$ cat config.mk
export PLATFORM = sky130hd
export DESIGN_NAME = linear_scan_register_allocator_flat
export DESIGN_NICKNAME = d
export VERILOG_FILES = /design/src/rtl/core/lsra_pkg.sv /design/src/rtl/core/lsra_in_if.sv /design/src/rtl/core/lsra_out_if.sv /design/src/rtl/core/lsra_ram.sv /design/src/rtl/core/lsra_scan.sv /design/src/rtl/core/lsra_ctrl.sv /design/src/rtl/core/linear_scan_register_allocator.sv /design/src/flat_wrapper.sv
export SDC_FILE = /design/constraint.sdc
export NUM_CORES = 1
export LEC_CHECK = 0
export ABC_AREA = 1
export BUFFER_PORTS_ARGS = -buffer_cell sky130_fd_sc_hd__buf_2
export CAP_MARGIN = 15
export CORE_MARGIN = 2
export CORE_UTILIZATION = 40
export DETAILED_ROUTE_END_ITERATION = 6
export GPL_ROUTABILITY_DRIVEN = 1
export GPL_TIMING_DRIVEN = 0
export PLACE_DENSITY = 0.59
export SYNTH_ARGS = -nofsm -noshare
export SYNTH_HDL_FRONTEND = slang
export SYNTH_SLANG_ARGS = --single-unit
$ cat constraint.sdc
create_clock -name i_clk -period 7.93 [get_ports i_clk]
set_input_delay 0 -clock i_clk [delete_from_list [all_inputs] [get_ports i_clk]]
set_output_delay 0 -clock i_clk [all_outputs]
set_load 0.05 [all_outputs]
$ cat src/rtl/core/lsra_pkg.sv
// ----------------------------------------------------------------------------
// lsra_pkg
// Types, constants and helpers shared by the linear scan register allocator.
// ----------------------------------------------------------------------------
package lsra_pkg;

    // Field widths
    localparam int VREG_W  = 8;
    localparam int POS_W   = 16;
    localparam int PHYS_W  = 3;
    localparam int ADDR_W  = 8;

    // Active list and register file
    localparam int ACT_DEPTH = 7;
    localparam int IDX_W     = $clog2(ACT_DEPTH);
    localparam int CNT_W     = $clog2(ACT_DEPTH + 1);
    localparam int NUM_PHYS  = 7;

    // Register classes: pointer intervals use the low pair, others the rest
    localparam logic [PHYS_W-1:0] IND_HI = 3'd1;

    localparam logic [ADDR_W-1:0] SPILL_BASE_RST = 8'h30;

    typedef struct packed {
        logic [VREG_W-1:0] vreg;
        logic [POS_W-1:0]  start_pos;
        logic [POS_W-1:0]  end_pos;
        logic              indirect;
    } t_item;

    typedef struct packed {
        logic [VREG_W-1:0] vreg;
        logic [POS_W-1:0]  end_pos;
        logic [PHYS_W-1:0] phys;
    } t_entry;

    typedef struct packed {
        logic [VREG_W-1:0] vreg;
        logic              spilled;
        logic [PHYS_W-1:0] phys;
        logic              last;
    } t_result;

    // Controller to scan unit
    typedef struct packed {
        logic              clear;
        logic              accum;
        logic [IDX_W-1:0]  idx;
        logic              ind;
        logic [POS_W-1:0]  end_pos;
    } t_scan_ctl;

    // Scan unit to controller
    typedef struct packed {
        logic              free_ok;
        logic [PHYS_W-1:0] free_phys;
        logic              cand_ok;
        logic [IDX_W-1:0]  cand_idx;
        logic [VREG_W-1:0] cand_vreg;
        logic [PHYS_W-1:0] cand_phys;
    } t_scan_sts;

    typedef enum logic [3:0] {
        ST_IDLE,
        ST_SCAN_RD,
        ST_SCAN_EX,
        ST_SWAP,
        ST_DECIDE,
        ST_EVICT_RD,
        ST_EVICT_MV,
        ST_OUT_FIRST,
        ST_OUT_LAST
    } t_state;

    // True when a physical register belongs to the class of the interval
    function automatic logic in_class(input logic [PHYS_W-1:0] phys, input logic ind);
        in_class = ind ? (phys <= IND_HI) : (phys > IND_HI);
    endfunction

endpackage

$ cat src/rtl/core/lsra_in_if.sv
// ----------------------------------------------------------------------------
// lsra_in_if
// Live interval channel: valid/ready with one interval per beat.
// ----------------------------------------------------------------------------
interface lsra_in_if;
    logic                          valid;
    logic                          ready;
    logic [lsra_pkg::VREG_W-1:0]   vreg;
    logic [lsra_pkg::POS_W-1:0]    start_pos;
    logic [lsra_pkg::POS_W-1:0]    end_pos;
    logic                          indirect;

    modport source (output valid, vreg, start_pos, end_pos, indirect, input ready);
    modport sink   (input valid, vreg, start_pos, end_pos, indirect, output ready);
endinterface

$ cat src/rtl/core/lsra_out_if.sv
// ----------------------------------------------------------------------------
// lsra_out_if
// Placement result channel: valid/ready with one decision per beat.
// ----------------------------------------------------------------------------
interface lsra_out_if;
    logic                          valid;
    logic                          ready;
    logic [lsra_pkg::VREG_W-1:0]   result_vreg;
    logic                          spilled;
    logic [lsra_pkg::PHYS_W-1:0]   phys_reg;
    logic [lsra_pkg::ADDR_W-1:0]   spill_address;
    logic                          last;

    modport source (output valid, result_vreg, spilled, phys_reg, spill_address, last,
                    input ready);
    modport sink   (input valid, result_vreg, spilled, phys_reg, spill_address, last,
                    output ready);
endinterface

$ cat src/rtl/core/lsra_ram.sv
// ----------------------------------------------------------------------------
// lsra_ram
// Generic single write, single read RAM with registered read data.
// ----------------------------------------------------------------------------
module lsra_ram #(
    parameter int WIDTH = 8,
    parameter int DEPTH = 8
) (
    input  logic                     i_clk,
    input  logic                     i_we,
    input  logic [$clog2(DEPTH)-1:0] i_waddr,
    input  logic [WIDTH-1:0]         i_wdata,
    input  logic [$clog2(DEPTH)-1:0] i_raddr,
    output logic [WIDTH-1:0]         o_rdata
);

    logic [WIDTH-1:0] r_mem [DEPTH];
    logic [WIDTH-1:0] r_rdata;

    always_ff @(posedge i_clk) begin
        if (i_we) begin
            r_mem[i_waddr] <= i_wdata;
        end
        r_rdata <= r_mem[i_raddr];
    end

    assign o_rdata = r_rdata;

endmodule

$ cat src/rtl/core/lsra_scan.sv
// ----------------------------------------------------------------------------
// lsra_scan
// Shared scan unit: gathers the used-register mask and the same-class
// eviction candidate while the active list is walked, then offers the
// lowest free register and the eviction verdict.
// ----------------------------------------------------------------------------
module lsra_scan (
    input  logic                  i_clk,
    input  logic                  i_rst_n,
    input  lsra_pkg::t_scan_ctl   i_ctl,
    input  lsra_pkg::t_entry      i_cur,
    output lsra_pkg::t_scan_sts   o_sts
);

    logic [lsra_pkg::NUM_PHYS-1:0] r_mask, n_mask;
    logic                          r_cand_vld, n_cand_vld;
    logic [lsra_pkg::POS_W-1:0]    r_best, n_best;
    logic [lsra_pkg::IDX_W-1:0]    r_cand_idx, n_cand_idx;
    logic [lsra_pkg::VREG_W-1:0]   r_cand_vreg, n_cand_vreg;
    logic [lsra_pkg::PHYS_W-1:0]   r_cand_phys, n_cand_phys;
    logic                          free_ok;
    logic [lsra_pkg::PHYS_W-1:0]   free_phys;

    // Accumulate over the surviving entries, in list order
    always_comb begin
        n_mask      = r_mask;
        n_cand_vld  = r_cand_vld;
        n_best      = r_best;
        n_cand_idx  = r_cand_idx;
        n_cand_vreg = r_cand_vreg;
        n_cand_phys = r_cand_phys;
        if (i_ctl.clear) begin
            n_mask     = '0;
            n_cand_vld = 1'b0;
        end else if (i_ctl.accum) begin
            n_mask[i_cur.phys] = 1'b1;
            // strict greater keeps the earliest entry on ties
            if (lsra_pkg::in_class(i_cur.phys, i_ctl.ind) &&
                (!r_cand_vld || (i_cur.end_pos > r_best))) begin
                n_cand_vld  = 1'b1;
                n_best      = i_cur.end_pos;
                n_cand_idx  = i_ctl.idx;
                n_cand_vreg = i_cur.vreg;
                n_cand_phys = i_cur.phys;
            end
        end
    end

    always_ff @(posedge i_clk) begin
        if (!i_rst_n) begin
            r_mask     <= '0;
            r_cand_vld <= 1'b0;
        end else begin
            r_mask     <= n_mask;
            r_cand_vld <= n_cand_vld;
        end
        r_best      <= n_best;
        r_cand_idx  <= n_cand_idx;
        r_cand_vreg <= n_cand_vreg;
        r_cand_phys <= n_cand_phys;
    end

    // Lowest free register of the class: walk down so the lowest wins
    always_comb begin
        free_ok   = 1'b0;
        free_phys = '0;
        for (int r = lsra_pkg::NUM_PHYS - 1; r >= 0; r--) begin
            if (lsra_pkg::in_class(lsra_pkg::PHYS_W'(r), i_ctl.ind) && !r_mask[r]) begin
                free_ok   = 1'b1;
                free_phys = lsra_pkg::PHYS_W'(r);
            end
        end
    end

    assign o_sts.free_ok   = free_ok;
    assign o_sts.free_phys = free_phys;
    assign o_sts.cand_ok   = r_cand_vld && (r_best > i_ctl.end_pos);
    assign o_sts.cand_idx  = r_cand_idx;
    assign o_sts.cand_vreg = r_cand_vreg;
    assign o_sts.cand_phys = r_cand_phys;

endmodule

$ cat src/rtl/core/lsra_ctrl.sv
// ----------------------------------------------------------------------------
// lsra_ctrl
// Sequencer: walks the active list in memory, expires stale entries by
// swap-with-last, then places, evicts or spills the new interval.
// ----------------------------------------------------------------------------
module lsra_ctrl (
    input  logic                         i_clk,
    input  logic                         i_rst_n,
    input  logic                         i_item_valid,
    output logic                         o_item_ready,
    input  lsra_pkg::t_item              i_item,
    output logic                         o_ram_we,
    output logic [lsra_pkg::IDX_W-1:0]   o_ram_waddr,
    output lsra_pkg::t_entry             o_ram_wdata,
    output logic [lsra_pkg::IDX_W-1:0]   o_ram_raddr,
    input  lsra_pkg::t_entry             i_ram_rdata,
    output lsra_pkg::t_scan_ctl          o_scan_ctl,
    input  lsra_pkg::t_scan_sts          i_scan_sts,
    output logic                         o_res_load,
    output lsra_pkg::t_result            o_res,
    input  logic                         i_res_taken
);

    lsra_pkg::t_state             r_state, n_state;
    logic [lsra_pkg::CNT_W-1:0]   r_count, n_count;
    logic [lsra_pkg::CNT_W-1:0]   r_idx, n_idx;
    lsra_pkg::t_item              r_item, n_item;
    logic [lsra_pkg::IDX_W-1:0]   last_idx;
    logic [lsra_pkg::IDX_W-1:0]   cur_idx;

    assign last_idx = lsra_pkg::IDX_W'(r_count - 1'b1);
    assign cur_idx  = lsra_pkg::IDX_W'(r_idx);

    always_ff @(posedge i_clk) begin
        if (!i_rst_n) begin
            r_state <= lsra_pkg::ST_IDLE;
            r_count <= '0;
        end else begin
            r_state <= n_state;
            r_count <= n_count;
        end
        r_idx  <= n_idx;
        r_item <= n_item;
    end

    // Next state and datapath controls
    always_comb begin
        n_state      = r_state;
        n_count      = r_count;
        n_idx        = r_idx;
        n_item       = r_item;
        o_item_ready = 1'b0;
        o_ram_we     = 1'b0;
        o_ram_waddr  = cur_idx;
        o_ram_wdata  = i_ram_rdata;
        o_ram_raddr  = '0;
        o_res_load   = 1'b0;
        o_res        = '0;

        o_scan_ctl.clear   = 1'b0;
        o_scan_ctl.accum   = 1'b0;
        o_scan_ctl.idx     = cur_idx;
        o_scan_ctl.ind     = r_item.indirect;
        o_scan_ctl.end_pos = r_item.end_pos;

        case (r_state)
            lsra_pkg::ST_IDLE: begin
                o_item_ready     = 1'b1;
                o_scan_ctl.clear = 1'b1;
                if (i_item_valid) begin
                    n_item  = i_item;
                    n_idx   = '0;
                    n_state = lsra_pkg::ST_SCAN_RD;
                end
            end

            // Fetch entry at the walk index, or finish the walk
            lsra_pkg::ST_SCAN_RD: begin
                if (r_idx < r_count) begin
                    o_ram_raddr = cur_idx;
                    n_state     = lsra_pkg::ST_SCAN_EX;
                end else begin
                    n_state = lsra_pkg::ST_DECIDE;
                end
            end

            // Expired: fetch the last entry to fill the hole; else keep it
            lsra_pkg::ST_SCAN_EX: begin
                if (i_ram_rdata.end_pos < r_item.start_pos) begin
                    o_ram_raddr = last_idx;
                    n_state     = lsra_pkg::ST_SWAP;
                end else begin
                    o_scan_ctl.accum = 1'b1;
                    n_idx            = r_idx + 1'b1;
                    n_state          = lsra_pkg::ST_SCAN_RD;
                end
            end

            // Move last entry into the hole; same slot is looked at again
            lsra_pkg::ST_SWAP: begin
                o_ram_we = 1'b1;
                n_count  = r_count - 1'b1;
                n_state  = lsra_pkg::ST_SCAN_RD;
            end

            lsra_pkg::ST_DECIDE: begin
                if (i_scan_sts.free_ok && (r_count < lsra_pkg::CNT_W'(lsra_pkg::ACT_DEPTH))) begin
                    // append to the list
                    o_ram_we          = 1'b1;
                    o_ram_waddr       = lsra_pkg::IDX_W'(r_count);
                    o_ram_wdata.vreg  = r_item.vreg;
                    o_ram_wdata.end_pos = r_item.end_pos;
                    o_ram_wdata.phys  = i_scan_sts.free_phys;
                    n_count           = r_count + 1'b1;
                    o_res_load        = 1'b1;
                    o_res.vreg        = r_item.vreg;
                    o_res.phys        = i_scan_sts.free_phys;
                    o_res.last        = 1'b1;
                    n_state           = lsra_pkg::ST_OUT_LAST;
                end else if (i_scan_sts.cand_ok) begin
                    o_ram_raddr = last_idx;
                    n_state     = lsra_pkg::ST_EVICT_RD;
                end else begin
                    // the new interval goes to memory
                    o_res_load    = 1'b1;
                    o_res.vreg    = r_item.vreg;
                    o_res.spilled = 1'b1;
                    o_res.last    = 1'b1;
                    n_state       = lsra_pkg::ST_OUT_LAST;
                end
            end

            // Victim slot takes the last entry
            lsra_pkg::ST_EVICT_RD: begin
                o_ram_we    = 1'b1;
                o_ram_waddr = i_scan_sts.cand_idx;
                n_state     = lsra_pkg::ST_EVICT_MV;
            end

            // Last slot takes the new interval in the victim's register
            lsra_pkg::ST_EVICT_MV: begin
                o_ram_we            = 1'b1;
                o_ram_waddr         = last_idx;
                o_ram_wdata.vreg    = r_item.vreg;
                o_ram_wdata.end_pos = r_item.end_pos;
                o_ram_wdata.phys    = i_scan_sts.cand_phys;
                o_res_load          = 1'b1;
                o_res.vreg          = i_scan_sts.cand_vreg;
                o_res.spilled       = 1'b1;
                n_state             = lsra_pkg::ST_OUT_FIRST;
            end

            lsra_pkg::ST_OUT_FIRST: begin
                if (i_res_taken) begin
                    o_res_load = 1'b1;
                    o_res.vreg = r_item.vreg;
                    o_res.phys = i_scan_sts.cand_phys;
                    o_res.last = 1'b1;
                    n_state    = lsra_pkg::ST_OUT_LAST;
                end
            end

            lsra_pkg::ST_OUT_LAST: begin
                if (i_res_taken) begin
                    n_state = lsra_pkg::ST_IDLE;
                end
            end

            default: begin
                n_state = lsra_pkg::ST_IDLE;
            end
        endcase
    end

endmodule

$ cat src/rtl/core/linear_scan_register_allocator.sv
// ----------------------------------------------------------------------------
// linear_scan_register_allocator
// Places presorted live intervals into seven physical registers or spills
// them to memory, one interval at a time.
// ----------------------------------------------------------------------------
// One interval is taken per handshake and gives one result beat, or two when
// an active interval is evicted (victim first). The block holds ready low
// from the accepting beat until its last result beat has been taken. Work per
// interval is set by the active list, kept in a small memory with registered
// read and walked one entry at a time: the accepting step, a read and an
// examine step per surviving entry, a swap step as well for each expired
// entry, a read step that ends the walk, a decide step, an evict-read and an
// evict-move step to rewrite the list on an eviction, and a step per result
// beat; stalls on the output lengthen this.
// ----------------------------------------------------------------------------
module linear_scan_register_allocator (
    input  logic                          i_clk,
    input  logic                          i_rst_n,
    lsra_in_if.sink                       i_in,
    lsra_out_if.source                    o_out,
    input  logic                          i_cfg_wr_en,
    input  logic [lsra_pkg::ADDR_W-1:0]   i_cfg_wr_data
);

    logic [lsra_pkg::ADDR_W-1:0]   r_spill_base;
    logic                          r_out_valid;
    lsra_pkg::t_result             r_out;
    logic [lsra_pkg::ADDR_W-1:0]   r_out_addr;

    lsra_pkg::t_item               item;
    logic                          item_ready;
    logic                          ram_we;
    logic [lsra_pkg::IDX_W-1:0]    ram_waddr;
    logic [lsra_pkg::IDX_W-1:0]    ram_raddr;
    lsra_pkg::t_entry              ram_wdata;
    lsra_pkg::t_entry              ram_rdata;
    lsra_pkg::t_scan_ctl           scan_ctl;
    lsra_pkg::t_scan_sts           scan_sts;
    logic                          res_load;
    lsra_pkg::t_result             res;
    logic                          res_taken;

    // Spill base register
    always_ff @(posedge i_clk) begin
        if (!i_rst_n) begin
            r_spill_base <= lsra_pkg::SPILL_BASE_RST;
        end else if (i_cfg_wr_en) begin
            r_spill_base <= i_cfg_wr_data;
        end
    end

    assign item.vreg      = i_in.vreg;
    assign item.start_pos = i_in.start_pos;
    assign item.end_pos   = i_in.end_pos;
    assign item.indirect  = i_in.indirect;
    assign i_in.ready     = item_ready;

    lsra_ram #(
        .WIDTH ($bits(lsra_pkg::t_entry)),
        .DEPTH (lsra_pkg::ACT_DEPTH)
    ) u_list (
        .i_clk   (i_clk),
        .i_we    (ram_we),
        .i_waddr (ram_waddr),
        .i_wdata (ram_wdata),
        .i_raddr (ram_raddr),
        .o_rdata (ram_rdata)
    );

    lsra_scan u_scan (
        .i_clk   (i_clk),
        .i_rst_n (i_rst_n),
        .i_ctl   (scan_ctl),
        .i_cur   (ram_rdata),
        .o_sts   (scan_sts)
    );

    lsra_ctrl u_ctrl (
        .i_clk        (i_clk),
        .i_rst_n      (i_rst_n),
        .i_item_valid (i_in.valid),
        .o_item_ready (item_ready),
        .i_item       (item),
        .o_ram_we     (ram_we),
        .o_ram_waddr  (ram_waddr),
        .o_ram_wdata  (ram_wdata),
        .o_ram_raddr  (ram_raddr),
        .i_ram_rdata  (ram_rdata),
        .o_scan_ctl   (scan_ctl),
        .i_scan_sts   (scan_sts),
        .o_res_load   (res_load),
        .o_res        (res),
        .i_res_taken  (res_taken)
    );

    assign res_taken = r_out_valid && o_out.ready;

    // Output register; a new load wins over the beat just taken
    always_ff @(posedge i_clk) begin
        if (!i_rst_n) begin
            r_out_valid <= 1'b0;
        end else if (res_load) begin
            r_out_valid <= 1'b1;
        end else if (res_taken) begin
            r_out_valid <= 1'b0;
        end
        if (res_load) begin
            r_out      <= res;
            r_out_addr <= res.spilled ? lsra_pkg::ADDR_W'(r_spill_base + res.vreg) : '0;
        end
    end

    assign o_out.valid         = r_out_valid;
    assign o_out.result_vreg   = r_out.vreg;
    assign o_out.spilled       = r_out.spilled;
    assign o_out.phys_reg      = r_out.phys;
    assign o_out.spill_address = r_out_addr;
    assign o_out.last          = r_out.last;

endmodule

$ cat src/flat_wrapper.sv
// flat-port wrapper written by rule: the top's interface ports become plain ports
module linear_scan_register_allocator_flat 
  (i_clk, i_rst_n, i_cfg_wr_en, i_cfg_wr_data, i_in_valid, i_in_vreg, i_in_start_pos, i_in_end_pos, i_in_indirect, i_in_ready, o_out_valid, o_out_result_vreg, o_out_spilled, o_out_phys_reg, o_out_spill_address, o_out_last, o_out_ready);
  lsra_in_if i_in_i ();
  lsra_out_if o_out_i ();
  input  logic i_clk;
  input  logic i_rst_n;
  input  logic i_cfg_wr_en;
  input  logic [lsra_pkg::ADDR_W-1:0] i_cfg_wr_data;
  input wire logic [$bits(i_in_i.valid)-1:0] i_in_valid;
  input wire logic [$bits(i_in_i.vreg)-1:0] i_in_vreg;
  input wire logic [$bits(i_in_i.start_pos)-1:0] i_in_start_pos;
  input wire logic [$bits(i_in_i.end_pos)-1:0] i_in_end_pos;
  input wire logic [$bits(i_in_i.indirect)-1:0] i_in_indirect;
  output wire logic [$bits(i_in_i.ready)-1:0] i_in_ready;
  output wire logic [$bits(o_out_i.valid)-1:0] o_out_valid;
  output wire logic [$bits(o_out_i.result_vreg)-1:0] o_out_result_vreg;
  output wire logic [$bits(o_out_i.spilled)-1:0] o_out_spilled;
  output wire logic [$bits(o_out_i.phys_reg)-1:0] o_out_phys_reg;
  output wire logic [$bits(o_out_i.spill_address)-1:0] o_out_spill_address;
  output wire logic [$bits(o_out_i.last)-1:0] o_out_last;
  input wire logic [$bits(o_out_i.ready)-1:0] o_out_ready;
  assign i_in_i.valid = i_in_valid;
  assign i_in_i.vreg = i_in_vreg;
  assign i_in_i.start_pos = i_in_start_pos;
  assign i_in_i.end_pos = i_in_end_pos;
  assign i_in_i.indirect = i_in_indirect;
  assign i_in_ready = i_in_i.ready;
  assign o_out_valid = o_out_i.valid;
  assign o_out_result_vreg = o_out_i.result_vreg;
  assign o_out_spilled = o_out_i.spilled;
  assign o_out_phys_reg = o_out_i.phys_reg;
  assign o_out_spill_address = o_out_i.spill_address;
  assign o_out_last = o_out_i.last;
  assign o_out_i.ready = o_out_ready;
  linear_scan_register_allocator u_core (.i_clk(i_clk), .i_rst_n(i_rst_n), .i_in(i_in_i), .o_out(o_out_i), .i_cfg_wr_en(i_cfg_wr_en), .i_cfg_wr_data(i_cfg_wr_data));
endmodule
==> run summary <==
initial antenna violation count - 0
wl on met1 - 15600 um
CP required - 8.16 ns
core area - 0.0367 mm^2
relative max-transition margin - 33.0%
met2 WL - 17200 um
Nets - 1738
I/O pins - 77
Diodes inserted - 0
Distinct cells, synth - 46
Tot GR Track Use - 19.1%
CP Launch Type - flip-flop
Multi-input gate area - 0.00430 mm^2
clock skew - 0.0145 ns
Tightest Pin Transition - 1.00 ns
Die H - 197 um
Synthesized Nets - 1546
Post-synth EDFFs - 284
CTS tree - done
most common cell after layout, fill and taps aside - nand2_1
setup TNS - 0 ns
Die X - 197 um
adder-cell share of the synthesized area - 5.08%
uppermost routed layer - met4
Syn Inst Count - 1432
sequential cell area fraction in the yosys report - 64.0%
initial drt markers - 749
Slew Limit Fails - 0
post-synthesis register bit count - 335
antenna viol nets, final - 0
Final Power - 0.00640 W
worst path arrival time - 4.53 ns
MaxCap Viol Count - 0
Die ar. - 0.0389 mm^2
CTS sink count - 335
fillers - 3249
Area growth syn-to-layout - 20.7%
I/O Buffers - 76
pre-CTS setup slack - 3.73 ns
Clock Latency Late Sink - 0.53 ns
per-cell routed wire length - 17.0 um
Mapped Area - 0.0149 mm^2
crit-path max FO - 7
Reg clk slew, reported paths - 0.06 ns
status - completed
worst vdd ir - 0.149 mV
Final setup violation count - 0
share of cells above drive strength 1 - 11.3%
Detailed Route WL - 36100 um
final worst path period need - 4.30 ns
XOR/XNOR share of the synthesized area - 0.411%
vias per cell - 4.94
global route overflow - 0
final setup margin - 3.63 ns
largest family of logic cells by synthesized area - simple AND/OR/NAND/NOR gates
Most used DFF post-synth - edfxtp_1
RSZ-0062 raised after global routing - no
max reg flops - 189
most frequent cells in the layout - nand2_1, edfxtp_1, inv_1, nand3_1, buf_2
mux cell area share after synthesis - 0%
gpl congestion - 0.814
CP Class - flip-flop to flip-flop
Setup Buffers After CTS - 0
Worst setup EP type - flip-flop
drc violations - 0
Pleak - 7.69 nW
via count - 10500
Site Rows - 70
worst hold path class - input pin to flip-flop
simple logic cell fraction of the synthesized area - 18.0%
Compound-Gate Fraction of Synth Area - 4.91%
Top reg by flops - u_core.u_list.r_mem
PwrDens - 355 mW/mm^2
met3 WL - 1770 um
Storage cell area - 0.00955 mm^2
vias in the first global route - 10600
Async SR Flop Fraction - 0%
TritonCTS Buffers - 38
Syn Area/Cell - 10.4 um^2
H-tree levels - 2
DRT Pass-1 Iters - 7
first-pass GRT wire length - 57000 um
maximum clock frequency - 233 MHz
initial core utilization - 40.7%
final hold violation count - 0
clk buf depth - 3
Ys Warns - 0
fin crit share - 54.2%
hpwl dp - 24500 um
largest net degree at the start of global routing - 30
Root Buffer - clkbuf_16
[cell usage after synthesis (10+ instances only)]
cell      instances  area (um^2)
clkbuf_1         21         78.8
nand3_1         190          951
edfxtp_1        284         8530
buf_2            11         55.1
nand2_1         300         1130
nand4_1          10         62.6
o21ai_0          53          265
ha_1             59          738
nor2_1           90          338
dfxtp_1          51         1020
or2_1            11         68.8
inv_1           235          882
a21oi_1          48          240
[routing by layer]
| metal | GRT usage (%) | vias up |
|---|---|---|
| li1 | - | 5175 |
| met5 | 0 | - |
| met1 | 24.1 | 4982 |
| met4 | 8.66 | 0 |
| met3 | 3.45 | 86 |
| met2 | 32.0 | 244 |
[stage by stage]
stage	hold slack, ns	cells	util [%]	instance area (um^2)
floorplan	0.0989	1432	-	14900
global placement	0.177	1976	43.3	15900
detailed placement	0.178	1984	43.9	16100
CTS	0.0346	2120	49.0	18000
global route	0.0389	2121	49.1	18000
finish	0.0326	2121	49.1	18000
[report_power, final]
group | internal (W) | total (W) | leakage, nW | switching (W)
clock | 0.00102 | 0.00170 | 0.588 | 0.000685
sequential | 0.00250 | 0.00265 | 3.01 | 0.000152
combinational | 0.000595 | 0.00205 | 4.09 | 0.00145
[critical path, cell delays in order (launching register included)]
cell and delay (ns):
edfxtp_1 0.33, inv_1 0.07, ha_1 0.30, nand2_1 0.07
nor2_1 0.19, nand2_1 0.17, nor2_1 0.38, nor2_1 0.15
nand3_1 0.11, nand2_1 0.08, nand2_1 0.20, inv_1 0.17
o21ai_0 0.41, ha_1 0.22, nand3_1 0.07, and2_1 0.21
o41ai_1 0.45, xor2_1 0.23, or2_0 0.14, a21oi_1 0.06
[kinds of logic after synthesis]
family / count (synthesis)
adder cells (fa/ha/maj): 60
XOR/XNOR: 7
flip-flops: 335
AO/OA/AOI/OAI: 127
buffers and inverters: 284
AND/OR/NAND/NOR: 619
[worst paths after layout]
kind	startpoint	slack, ns	cells after the start	end
hold / removal	i_in_valid	0.03	3	u_core.u_ctrl.r_item[40]
setup / recovery	u_core.u_ctrl.o_scan_ctl[15]	3.63	19	u_core.o_out.spill_address[7]
setup reg to reg	u_core.u_ctrl.o_scan_ctl[15]	3.63	19	u_core.o_out.spill_address[7]
hold reg to reg	u_core.u_list.o_rdata[24]	0.43	0	u_core.u_scan.r_cand_vreg[5]
[what timing repair did]
item / in CTS / in global routing
hold buffers: 67 / 0
setup endpoints to repair: 0 / 0
hold endpoints to repair: 64 / 0
gates resized for setup: 0 / 0
[layout make-up]
| class | count | share of cell area [%] |
|---|---|---|
| Sequential cell | 335 | 53.0 |
| Multi-Input combinational cell | 813 | 23.9 |
| Timing Repair Buffer | 152 | 6.80 |
| Clock buffer | 55 | 6.03 |
| Inverter | 239 | 4.98 |
| Tap cell | 468 | 3.25 |
| Buffer | 45 | 1.39 |
| Clock inverter | 14 | 0.680 |
Power figures use the tool's default switching activity.
